==> src/rtl/sjpp_pkg.sv <==
`timescale 1ns / 1ps

package sjpp_pkg;

   localparam int PALETTE_CAPACITY = 128;
   localparam int JOINT_COUNT      = 256;

   localparam int JOINT_W         = 8;
   localparam int JOINTS_PER_VERT = 4;
   localparam int VERTS_PER_TRI   = 3;
   localparam int JOINTS_PER_TRI  = JOINTS_PER_VERT * VERTS_PER_TRI;
   localparam int VERT_W          = JOINT_W * JOINTS_PER_VERT;
   localparam int TRI_JOINTS_W    = VERT_W * VERTS_PER_TRI;

   localparam int TRI_W   = 24;
   localparam int ADDED_W = 4;
   localparam int SIZE_W  = 8;
   localparam int SLOT_W  = 7;

   localparam int COUNT_W     = $clog2(PALETTE_CAPACITY + 1);
   localparam int JIDX_W      = $clog2(JOINT_COUNT);
   localparam int FRESH_IDX_W = $clog2(JOINTS_PER_TRI);

   localparam logic OP_ADD    = 1'b0;
   localparam logic OP_LOOKUP = 1'b1;

   typedef struct packed {
      logic [JOINT_W-1:0] rd_joint;
      logic               wr_en;
      logic [JOINT_W-1:0] wr_joint;
      logic [SLOT_W-1:0]  wr_slot;
   } table_req_type;

   typedef struct packed {
      logic              used;
      logic [SLOT_W-1:0] slot;
   } table_rsp_type;

   typedef struct packed {
      logic               accepted;
      logic [TRI_W-1:0]   triangle_echo;
      logic [ADDED_W-1:0] joints_added;
      logic [SIZE_W-1:0]  palette_size;
      logic [SLOT_W-1:0]  local_slot;
      logic               found;
   } result_type;

endpackage

==> src/rtl/sjpp_ram.sv <==
`timescale 1ns / 1ps

module sjpp_ram #(
   parameter int WIDTH = 8,
   parameter int DEPTH = 256
) (
   input  logic                     clock,
   input  logic                     wr_en,
   input  logic [$clog2(DEPTH)-1:0] wr_addr,
   input  logic [WIDTH-1:0]         wr_data,
   input  logic [$clog2(DEPTH)-1:0] rd_addr,
   output logic [WIDTH-1:0]         rd_data
);

   logic [WIDTH-1:0] mem_ff [DEPTH];
   logic [WIDTH-1:0] rd_data_ff;

   always_ff @(posedge clock) begin
      if (wr_en) begin
         mem_ff[wr_addr] <= wr_data;
      end
      rd_data_ff <= mem_ff[rd_addr];
   end

   assign rd_data = rd_data_ff;

endmodule

==> src/rtl/sjpp_table.sv <==
`timescale 1ns / 1ps

module sjpp_table import sjpp_pkg::*; (
   input  logic          clock,
   input  logic          reset,
   input  table_req_type req,
   output table_rsp_type rsp
);

   logic [JOINT_COUNT-1:0] used_ff;
   logic [JOINT_COUNT-1:0] used_in;
   logic [JIDX_W-1:0]      rd_idx;
   logic [JIDX_W-1:0]      wr_idx;
   logic                   rd_ok;
   logic [SLOT_W-1:0]      slot_rd;

   assign rd_idx = req.rd_joint[JIDX_W-1:0];
   assign wr_idx = req.wr_joint[JIDX_W-1:0];
   assign rd_ok  = {1'b0, req.rd_joint} < (JOINT_W + 1)'(JOINT_COUNT);

   always_comb begin
      used_in = used_ff;
      if (req.wr_en) begin
         used_in[wr_idx] = 1'b1;
      end
   end

   always_ff @(posedge clock) begin
      if (reset) begin
         used_ff <= '0;
      end else begin
         used_ff <= used_in;
      end
   end

   sjpp_ram #(
      .WIDTH (SLOT_W),
      .DEPTH (JOINT_COUNT)
   ) u_slot_ram (
      .clock   (clock),
      .wr_en   (req.wr_en),
      .wr_addr (wr_idx),
      .wr_data (req.wr_slot),
      .rd_addr (rd_idx),
      .rd_data (slot_rd)
   );

   assign rsp.used = rd_ok && used_ff[rd_idx];
   assign rsp.slot = slot_rd;

endmodule

==> src/rtl/sjpp_ctrl.sv <==
`timescale 1ns / 1ps

module sjpp_ctrl import sjpp_pkg::*; (
   input  logic                    clock,
   input  logic                    reset,
   input  logic                    start,
   input  logic                    op,
   input  logic [TRI_W-1:0]        tri_idx,
   input  logic [TRI_JOINTS_W-1:0] joints,
   input  logic [JOINT_W-1:0]      query,
   input  logic                    rsp_free,
   input  table_rsp_type           tbl_rsp,
   output table_req_type           tbl_req,
   output result_type              res,
   output logic                    res_load,
   output logic                    idle
);

   typedef enum logic [2:0] {
      S_IDLE,
      S_SCAN,
      S_DECIDE,
      S_COMMIT,
      S_LOOKUP,
      S_LREAD,
      S_DONE
   } state_type;

   state_type               state_ff, state_in;
   logic [TRI_JOINTS_W-1:0] joints_ff, joints_in;
   logic [TRI_W-1:0]        tri_ff, tri_in;
   logic [JOINT_W-1:0]      query_ff, query_in;
   logic [FRESH_IDX_W-1:0]  scan_ff, scan_in;
   logic [ADDED_W-1:0]      nfresh_ff, nfresh_in;
   logic [FRESH_IDX_W-1:0]  commit_ff, commit_in;
   logic [JOINT_W-1:0]      fresh_ff [JOINTS_PER_TRI];
   logic [JOINT_W-1:0]      fresh_in [JOINTS_PER_TRI];
   logic                    bad_ff, bad_in;
   logic                    hit_ff, hit_in;
   logic [COUNT_W-1:0]      count_ff, count_in;
   result_type              res_ff, res_in;

   logic [JOINT_W-1:0]      cur_joint;
   logic                    cur_bad;
   logic                    cur_dup;
   logic                    cur_fresh;
   logic [COUNT_W:0]        need_sum;
   logic                    fits;

   assign cur_joint = joints_ff[JOINT_W-1:0];
   assign cur_bad   = {1'b0, cur_joint} >= (JOINT_W + 1)'(JOINT_COUNT);

   always_comb begin
      cur_dup = 1'b0;
      for (int i = 0; i < JOINTS_PER_TRI; i++) begin
         if ((ADDED_W'(i) < nfresh_ff) && (fresh_ff[i] == cur_joint)) begin
            cur_dup = 1'b1;
         end
      end
   end

   assign cur_fresh = !cur_bad && !tbl_rsp.used && !cur_dup;
   assign need_sum  = (COUNT_W + 1)'(count_ff) + (COUNT_W + 1)'(nfresh_ff);
   assign fits      = need_sum <= (COUNT_W + 1)'(PALETTE_CAPACITY);

   always_comb begin
      tbl_req.rd_joint = (state_ff == S_SCAN) ? cur_joint : query_ff;
      tbl_req.wr_en    = (state_ff == S_COMMIT);
      tbl_req.wr_joint = fresh_ff[commit_ff];
      tbl_req.wr_slot  = SLOT_W'(count_ff);
   end

   always_comb begin
      state_in  = state_ff;
      joints_in = joints_ff;
      tri_in    = tri_ff;
      query_in  = query_ff;
      scan_in   = scan_ff;
      nfresh_in = nfresh_ff;
      commit_in = commit_ff;
      fresh_in  = fresh_ff;
      bad_in    = bad_ff;
      hit_in    = hit_ff;
      count_in  = count_ff;
      res_in    = res_ff;
      res_load  = 1'b0;

      unique case (state_ff)
         S_IDLE: begin
            if (start) begin
               joints_in = joints;
               tri_in    = tri_idx;
               query_in  = query;
               scan_in   = '0;
               nfresh_in = '0;
               bad_in    = 1'b0;
               state_in  = (op == OP_LOOKUP) ? S_LOOKUP : S_SCAN;
            end
         end
         S_SCAN: begin
            if (cur_fresh) begin
               fresh_in[nfresh_ff[FRESH_IDX_W-1:0]] = cur_joint;
               nfresh_in = nfresh_ff + 1'b1;
            end
            bad_in    = bad_ff || cur_bad;
            joints_in = joints_ff >> JOINT_W;
            scan_in   = scan_ff + 1'b1;
            if (scan_ff == FRESH_IDX_W'(JOINTS_PER_TRI - 1)) begin
               state_in = S_DECIDE;
            end
         end
         S_DECIDE: begin
            res_in.accepted      = 1'b0;
            res_in.triangle_echo = tri_ff;
            res_in.joints_added  = '0;
            res_in.palette_size  = SIZE_W'(count_ff);
            res_in.local_slot    = '0;
            res_in.found         = 1'b0;
            if (bad_ff || !fits) begin
               state_in = S_DONE;
            end else if (nfresh_ff == '0) begin
               res_in.accepted = 1'b1;
               state_in        = S_DONE;
            end else begin
               commit_in = '0;
               state_in  = S_COMMIT;
            end
         end
         S_COMMIT: begin
            count_in  = count_ff + 1'b1;
            commit_in = commit_ff + 1'b1;
            if (ADDED_W'(commit_ff) == nfresh_ff - 1'b1) begin
               res_in.accepted     = 1'b1;
               res_in.joints_added = nfresh_ff;
               res_in.palette_size = SIZE_W'(count_ff + 1'b1);
               state_in            = S_DONE;
            end
         end
         S_LOOKUP: begin
            hit_in   = tbl_rsp.used;
            state_in = S_LREAD;
         end
         S_LREAD: begin
            res_in.accepted      = 1'b0;
            res_in.triangle_echo = '0;
            res_in.joints_added  = '0;
            res_in.palette_size  = SIZE_W'(count_ff);
            res_in.local_slot    = hit_ff ? tbl_rsp.slot : '0;
            res_in.found         = hit_ff;
            state_in             = S_DONE;
         end
         S_DONE: begin
            if (rsp_free) begin
               res_load = 1'b1;
               state_in = S_IDLE;
            end
         end
         default: begin
            state_in = S_IDLE;
         end
      endcase
   end

   always_ff @(posedge clock) begin
      if (reset) begin
         state_ff <= S_IDLE;
         count_ff <= '0;
      end else begin
         state_ff <= state_in;
         count_ff <= count_in;
      end
      joints_ff <= joints_in;
      tri_ff    <= tri_in;
      query_ff  <= query_in;
      scan_ff   <= scan_in;
      nfresh_ff <= nfresh_in;
      commit_ff <= commit_in;
      fresh_ff  <= fresh_in;
      bad_ff    <= bad_in;
      hit_ff    <= hit_in;
      res_ff    <= res_in;
   end

   assign res  = res_ff;
   assign idle = (state_ff == S_IDLE);

endmodule

==> src/rtl/skin_joint_palette_partitioner_core.sv <==
`timescale 1ns / 1ps
// Channel  Direction  Handshake              Payload
// req_     in         req_valid / req_ready  operation, triangle index, 3 x 4 joints, query
// rsp_     out        rsp_valid / rsp_ready  accepted, echo, joints added, size, slot, found
//
// Add transaction, N = new joints (0..12): the scan state walks the twelve joints
// through one mask lookup and compare unit, the decide state checks range and
// capacity, then the commit state writes one slot RAM entry per appended joint.
// Lookup transaction: S_LOOKUP then S_LREAD, which takes the registered slot RAM read.
// Reset clears the joint mask and palette count at once; no clearing pass.
// A new transaction is taken while the previous result waits in the rsp_ register.
module skin_joint_palette_partitioner_core import sjpp_pkg::*; (
   input  logic               clock,
   input  logic               reset,
   input  logic               req_valid,
   output logic               req_ready,
   input  logic               req_operation,
   input  logic [TRI_W-1:0]   req_triangle_index,
   input  logic [VERT_W-1:0]  req_vertex0_joints,
   input  logic [VERT_W-1:0]  req_vertex1_joints,
   input  logic [VERT_W-1:0]  req_vertex2_joints,
   input  logic [JOINT_W-1:0] req_query_joint,
   output logic               rsp_valid,
   input  logic               rsp_ready,
   output logic               rsp_accepted,
   output logic [TRI_W-1:0]   rsp_triangle_echo,
   output logic [ADDED_W-1:0] rsp_joints_added,
   output logic [SIZE_W-1:0]  rsp_palette_size,
   output logic [SLOT_W-1:0]  rsp_local_slot,
   output logic               rsp_found
);

   table_req_type tbl_req;
   table_rsp_type tbl_rsp;
   result_type    res;
   result_type    out_ff;
   logic          rsp_valid_ff;
   logic          rsp_free;
   logic          res_load;
   logic          idle;
   logic          start;

   assign rsp_free = !rsp_valid_ff || rsp_ready;
   assign start    = req_valid && idle;

   sjpp_ctrl u_ctrl (
      .clock    (clock),
      .reset    (reset),
      .start    (start),
      .op       (req_operation),
      .tri_idx  (req_triangle_index),
      .joints   ({req_vertex2_joints, req_vertex1_joints, req_vertex0_joints}),
      .query    (req_query_joint),
      .rsp_free (rsp_free),
      .tbl_rsp  (tbl_rsp),
      .tbl_req  (tbl_req),
      .res      (res),
      .res_load (res_load),
      .idle     (idle)
   );

   sjpp_table u_table (
      .clock (clock),
      .reset (reset),
      .req   (tbl_req),
      .rsp   (tbl_rsp)
   );

   always_ff @(posedge clock) begin
      if (reset) begin
         rsp_valid_ff <= 1'b0;
      end else if (res_load) begin
         rsp_valid_ff <= 1'b1;
      end else if (rsp_ready) begin
         rsp_valid_ff <= 1'b0;
      end
      if (res_load) begin
         out_ff <= res;
      end
   end

   assign req_ready         = idle;
   assign rsp_valid         = rsp_valid_ff;
   assign rsp_accepted      = out_ff.accepted;
   assign rsp_triangle_echo = out_ff.triangle_echo;
   assign rsp_joints_added  = out_ff.joints_added;
   assign rsp_palette_size  = out_ff.palette_size;
   assign rsp_local_slot    = out_ff.local_slot;
   assign rsp_found         = out_ff.found;

endmodule

==> config.mk <==
export PLATFORM = sky130hd
export DESIGN_NAME = skin_joint_palette_partitioner_core
export DESIGN_NICKNAME = d
export VERILOG_FILES = /design/src/rtl/sjpp_pkg.sv /design/src/rtl/sjpp_ram.sv /design/src/rtl/sjpp_table.sv /design/src/rtl/sjpp_ctrl.sv /design/src/rtl/skin_joint_palette_partitioner_core.sv
export SDC_FILE = /design/constraint.sdc
export NUM_CORES = 2
export LEC_CHECK = 0
export BUFFER_PORTS_ARGS = -buffer_cell sky130_fd_sc_hd__buf_4
export CAP_MARGIN = 20
export CORE_ASPECT_RATIO = 1.2
export CORE_MARGIN = 8
export CORE_UTILIZATION = 40
export DETAILED_ROUTE_END_ITERATION = 6
export GPL_TIMING_DRIVEN = 0
export PLACE_DENSITY_LB_ADDON = 0.15
export REMOVE_ABC_BUFFERS = 1
export SYNTH_ARGS = -nofsm -noshare
export SYNTH_HDL_FRONTEND = slang
export SYNTH_SLANG_ARGS = --single-unit
==> constraint.sdc <==
create_clock -name clock -period 9.8 [get_ports clock]
set_input_delay 0.98 -clock clock [delete_from_list [all_inputs] [get_ports clock]]
set_output_delay 0.98 -clock clock [all_outputs]
set_load 0.005 [all_outputs]
==> results.md <==
Drt:
- Dividing the detail-routed wire length by the instance count gives ~26 um.
- After detailed routing, the met2 layer carries 141,000 um of wire.
- The via-per-instance ratio is between 5 and 6.
- The number of search-and-repair iterations in the first detailed-routing pass is 7.
- The count of unresolved DRC violations after routing is 3.
- For this block, the initial DRC count from the detailed router was approximately 6,700.
- The top metal layer carrying routed signals is met5.
- The detail route stage leaves a number of antenna-violating nets equal to 0.
- The sum of met3 wire segment lengths after detailed routing is 20,300 um.
- The via count is 63,383.
- The routed wire length is just under 300,000 um.
- After detailed routing, the wire length on met1 is around 120,000 um.

Setup path:
- Of all nets on the critical path, the largest fanout is 79.
- STA puts the critical path data required time at around 10 ns.
- At the worst endpoint, the arrival time is 7.20 ns.
- The type of destination of the critical path is a register.
- The critical path class is register to register.
- The worst setup path is launched from a register.

Logic synthesis:
- The mapped netlist covers 97,200 um2.
- The count of flip-flops with a built-in enable after synthesis is about 2,100.
- The number of instances in the synthesized netlist is just under 8,000.
- Synthesis inferred between 2,000 and 2,500 register bits.
- In this run, distinct cell masters in the synthesized netlist total between 70 and 80.
- For this run, the number of Yosys warnings is 0.
- The mean area per synthesized cell is between 10 and 15 um2.
- The share of flip-flops with an asynchronous set or reset after synthesis is 0%.
- Of the synthesized area, sequential elements account for 71.1%.
- In the synthesized netlist the dominant register cell turns out to be sky130_fd_sc_hd__edfxtp_1.

Placed design:
- The HPWL after detailed placement is ~190,000 um.
- After detailed placement, the design holds a cell count of approximately 11,000.
- The routability congestion estimate from global placement is ~0.8.
- In this run the tool buffered the top-level ports with between 150 and 200 buffer cells.
- The worst setup timing slack at the placement stage is 3.27 ns.

Global routing:
- Entering global routing, the biggest net connects about 140 pins.
- The remaining global-route overflow is 0.
- The first-pass GRT wire length is around 430,000 um.
- Global routing used between 20 and 25% of the available tracks across all layers.
- The number of antenna violations at the first check in global routing is 11.
- The via count of the first global-routing pass is between 60,000 and 70,000.

STA:
- The number of failing setup endpoints in the final timing report is 0.
- The final count of hold timing violations is 0.
- The peak clock frequency supported by timing is between 150 and 200 MHz.
- The transition time at the pin with the least slew margin is roughly 1.3 ns.
- For the final database, setup skew stands at 0.0601 ns.
- Subtracting the final worst setup slack from the clock period gives around 6.6 ns.
- In this run the tightest slew margin relative to its limit is between 10% and 20%.
- The post-route clock period utilization is 67.1%.
- The slack of the critical path is between 3 and 4 ns.
- Setup repair after global routing left no endpoint under its margin.
- The max-slew violation total from the final report is 0.

Die:
- The floorplan row count is between 150 and 200.
- Once the floorplan was initialized, standard cells occupied 40.2% of the core.
- The floorplan step defined a core boundary enclosing around 240,000 um2.
- The die span in y is 556 um.
- The total I/O pin count is 180.
- The floorplan step set the die width to roughly 470 um.
- The overall die area is 259,000 um2.

Clock network:
- Buffers added to address setup during post-CTS repair amount to 0.
- No sink is reached through more buffers than the 4 on the longest clock path.
- Counting the buffers created by CTS gives around 250.
- The clock reaches the later pin of the worst-skew pair after roughly 0.9 ns.
- The register clock-pin slew on the reported worst setup and hold paths is approximately 0.06 ns.
- The clock tree root driver cell is sky130_fd_sc_hd__clkbuf_16.
- In this run, post-CTS hold repair placed 0 buffers.
- The H-tree was split into 4 levels.
- The TritonCTS clock tree is done.
- For this design, the sink count on the clock tree is roughly 2,400.
- The count of cells resized by post-cts repair is 0.

Final layout:
- In the layout the commonest cells are 2,119 x sky130_fd_sc_hd__edfxtp_1, 1,987 x sky130_fd_sc_hd__nand2_1, 794 x sky130_fd_sc_hd__nand3_1.
- The layout cell share with drive strength beyond 1 is a little over a tenth.
- The net count of the finished layout is ~8,200.
- The number of fill cells in the layout is between 20,000 and 25,000.
- The number of cells in the finished layout apart from fillers is around 11,000.
- Compared with the post-synthesis result, the final layout area differs by 16.2%.
- The library cell used most frequently in the layout, excluding fill and tap cells, is sky130_fd_sc_hd__edfxtp_1.

Pwr:
- The worst-case IR drop observed on VDD is between 0.2 and 0.25 mV.
- The total leakage power is approximately 0.039 uW.
- The cell area power density is ~310 nW/um2.

Outcome:
- The flow ran to the end, but the final reports show violations.
- The final reports fail on design-rule violations.

Hold path:
- In this run the worst hold path is classified as input port to register.

Job:
- The number of maximum-capacitance violations is 0.
## report_power, final
group,total [uW],internal (uW),switching [uW]
clock network,9300,5360,3930
registers,12000,11700,313
logic,13200,4200,8990
total,34500,21200,13200
## synthesized netlist by cell type, drive strengths merged (28+ instances only)
library cell | n | area (um2)
edfxtp | 2119 | 63600
nand2 | 2009 | 7540
nand3 | 794 | 3970
nor2 | 673 | 2530
a21oi | 294 | 1480
dfxtp | 275 | 5510
buf | 271 | 1460
mux2i | 260 | 2610
clkbuf | 256 | 961
a31oi | 165 | 1030
nand4 | 127 | 795
xor2 | 72 | 631
a32oi | 55 | 489
xnor2 | 50 | 438
and2 | 47 | 294
nor3 | 38 | 230
mux4 | 37 | 833
nor4 | 36 | 240
o22ai | 30 | 188
and3 | 29 | 181
a311oi | 28 | 251
## path summary, 6_finish.rpt
path	start	to	slack, ns	depth (start not counted)
worst min-delay path	req_triangle_index[22]	u_ctrl.tri_ff[22]	0.27	1
worst max register to register	u_ctrl.state_ff[2]	u_table.u_slot_ram.rd_data[3]	3.22	15
worst min register to register	u_ctrl.res[41]	rsp_triangle_echo[21]	0.42	0
worst max-delay path	u_ctrl.state_ff[2]	u_table.u_slot_ram.rd_data[3]	3.22	15
## metrics by stage
step	hold WS [ns]	instance area [um2]	utilization [%]	power, uW	TNS (ns)
after floorplan	0.400	94800	-	20800	-1138.84
after global placement	0.401	100000	41.4	24000	-4915.03
after detailed placement	0.405	105000	43.3	25400	0
after CTS	0.195	113000	46.6	34600	0
after global routing	0.228	113000	46.7	35900	0
final	0.275	113000	46.7	34500	0
## state kept, by name (all words and copies together) (netlist names), 3 cells and up
name	count
rsp_joints_added	4
rsp_local_slot	7
rsp_palette_size	8
rsp_triangle_echo	24
u_ctrl.commit_ff	4
u_ctrl.count_ff	8
u_ctrl.fresh_ff	96
u_ctrl.joints_ff	96
u_ctrl.nfresh_ff	4
u_ctrl.query_ff	8
u_ctrl.res	45
u_ctrl.scan_ff	4
u_ctrl.state_ff	3
u_ctrl.tri_ff	24
u_table.u_slot_ram.mem_ff	1792
u_table.u_slot_ram.rd_data	7
u_table.used_ff	256
## critical path: stages (launching register included)
cell,delay (ns)
sky130_fd_sc_hd__dfxtp_1,0.77
sky130_fd_sc_hd__or3b_4,0.74
sky130_fd_sc_hd__buf_16,0.34
sky130_fd_sc_hd__a21o_4,0.53
sky130_fd_sc_hd__buf_12,0.31
sky130_fd_sc_hd__buf_16,0.28
sky130_fd_sc_hd__buf_16,0.31
sky130_fd_sc_hd__buf_16,0.35
sky130_fd_sc_hd__buf_12,0.28
sky130_fd_sc_hd__mux2i_1,0.22
sky130_fd_sc_hd__mux2i_1,0.13
sky130_fd_sc_hd__a32oi_1,0.31
sky130_fd_sc_hd__o22ai_1,0.17
sky130_fd_sc_hd__nor4_1,0.76
sky130_fd_sc_hd__a21oi_1,0.21
sky130_fd_sc_hd__o2bb2ai_1,0.35
## final cells by class
type | instances | area (um2) | area share, %
Timing Repair Buffer | 391 | 5830 | 5.16
Sequential cell | 2394 | 69200 | 61.2
Inverter | 15 | 58.8 | 0.0521
Antenna cell | 5 | 12.5 | 0.0111
Clock inverter | 118 | 1060 | 0.937
Tap cell | 3200 | 4000 | 3.55
Multi-Input combinational cell | 4968 | 25900 | 23.0
Clock buffer | 331 | 6870 | 6.08
## logic make-up (layout without fill, tap and decap cells)
logic type               after synthesis  in the layout  synth area share (%)
adder cells (fa/ha/maj)               12             12                 0.162
flip-flops                          2394           2394                  71.1
AND/OR/NAND/NOR                     3801           3801                  16.6
buffers and inverters                542            855                  2.55
other                                  0              5                     0
multiplexers                         312            312                  3.72
AO/OA/AOI/OAI                        721            721                  4.76
XOR/XNOR                             122            122                  1.10
## metal layers
metal	global-route usage (%)	vias to the layer above
met2	36.4	2165
li1	-	28873
met5	0	-
met1	29.5	31842
met3	3.48	501
met4	7.92	2
Power figures use the tool's default switching activity.
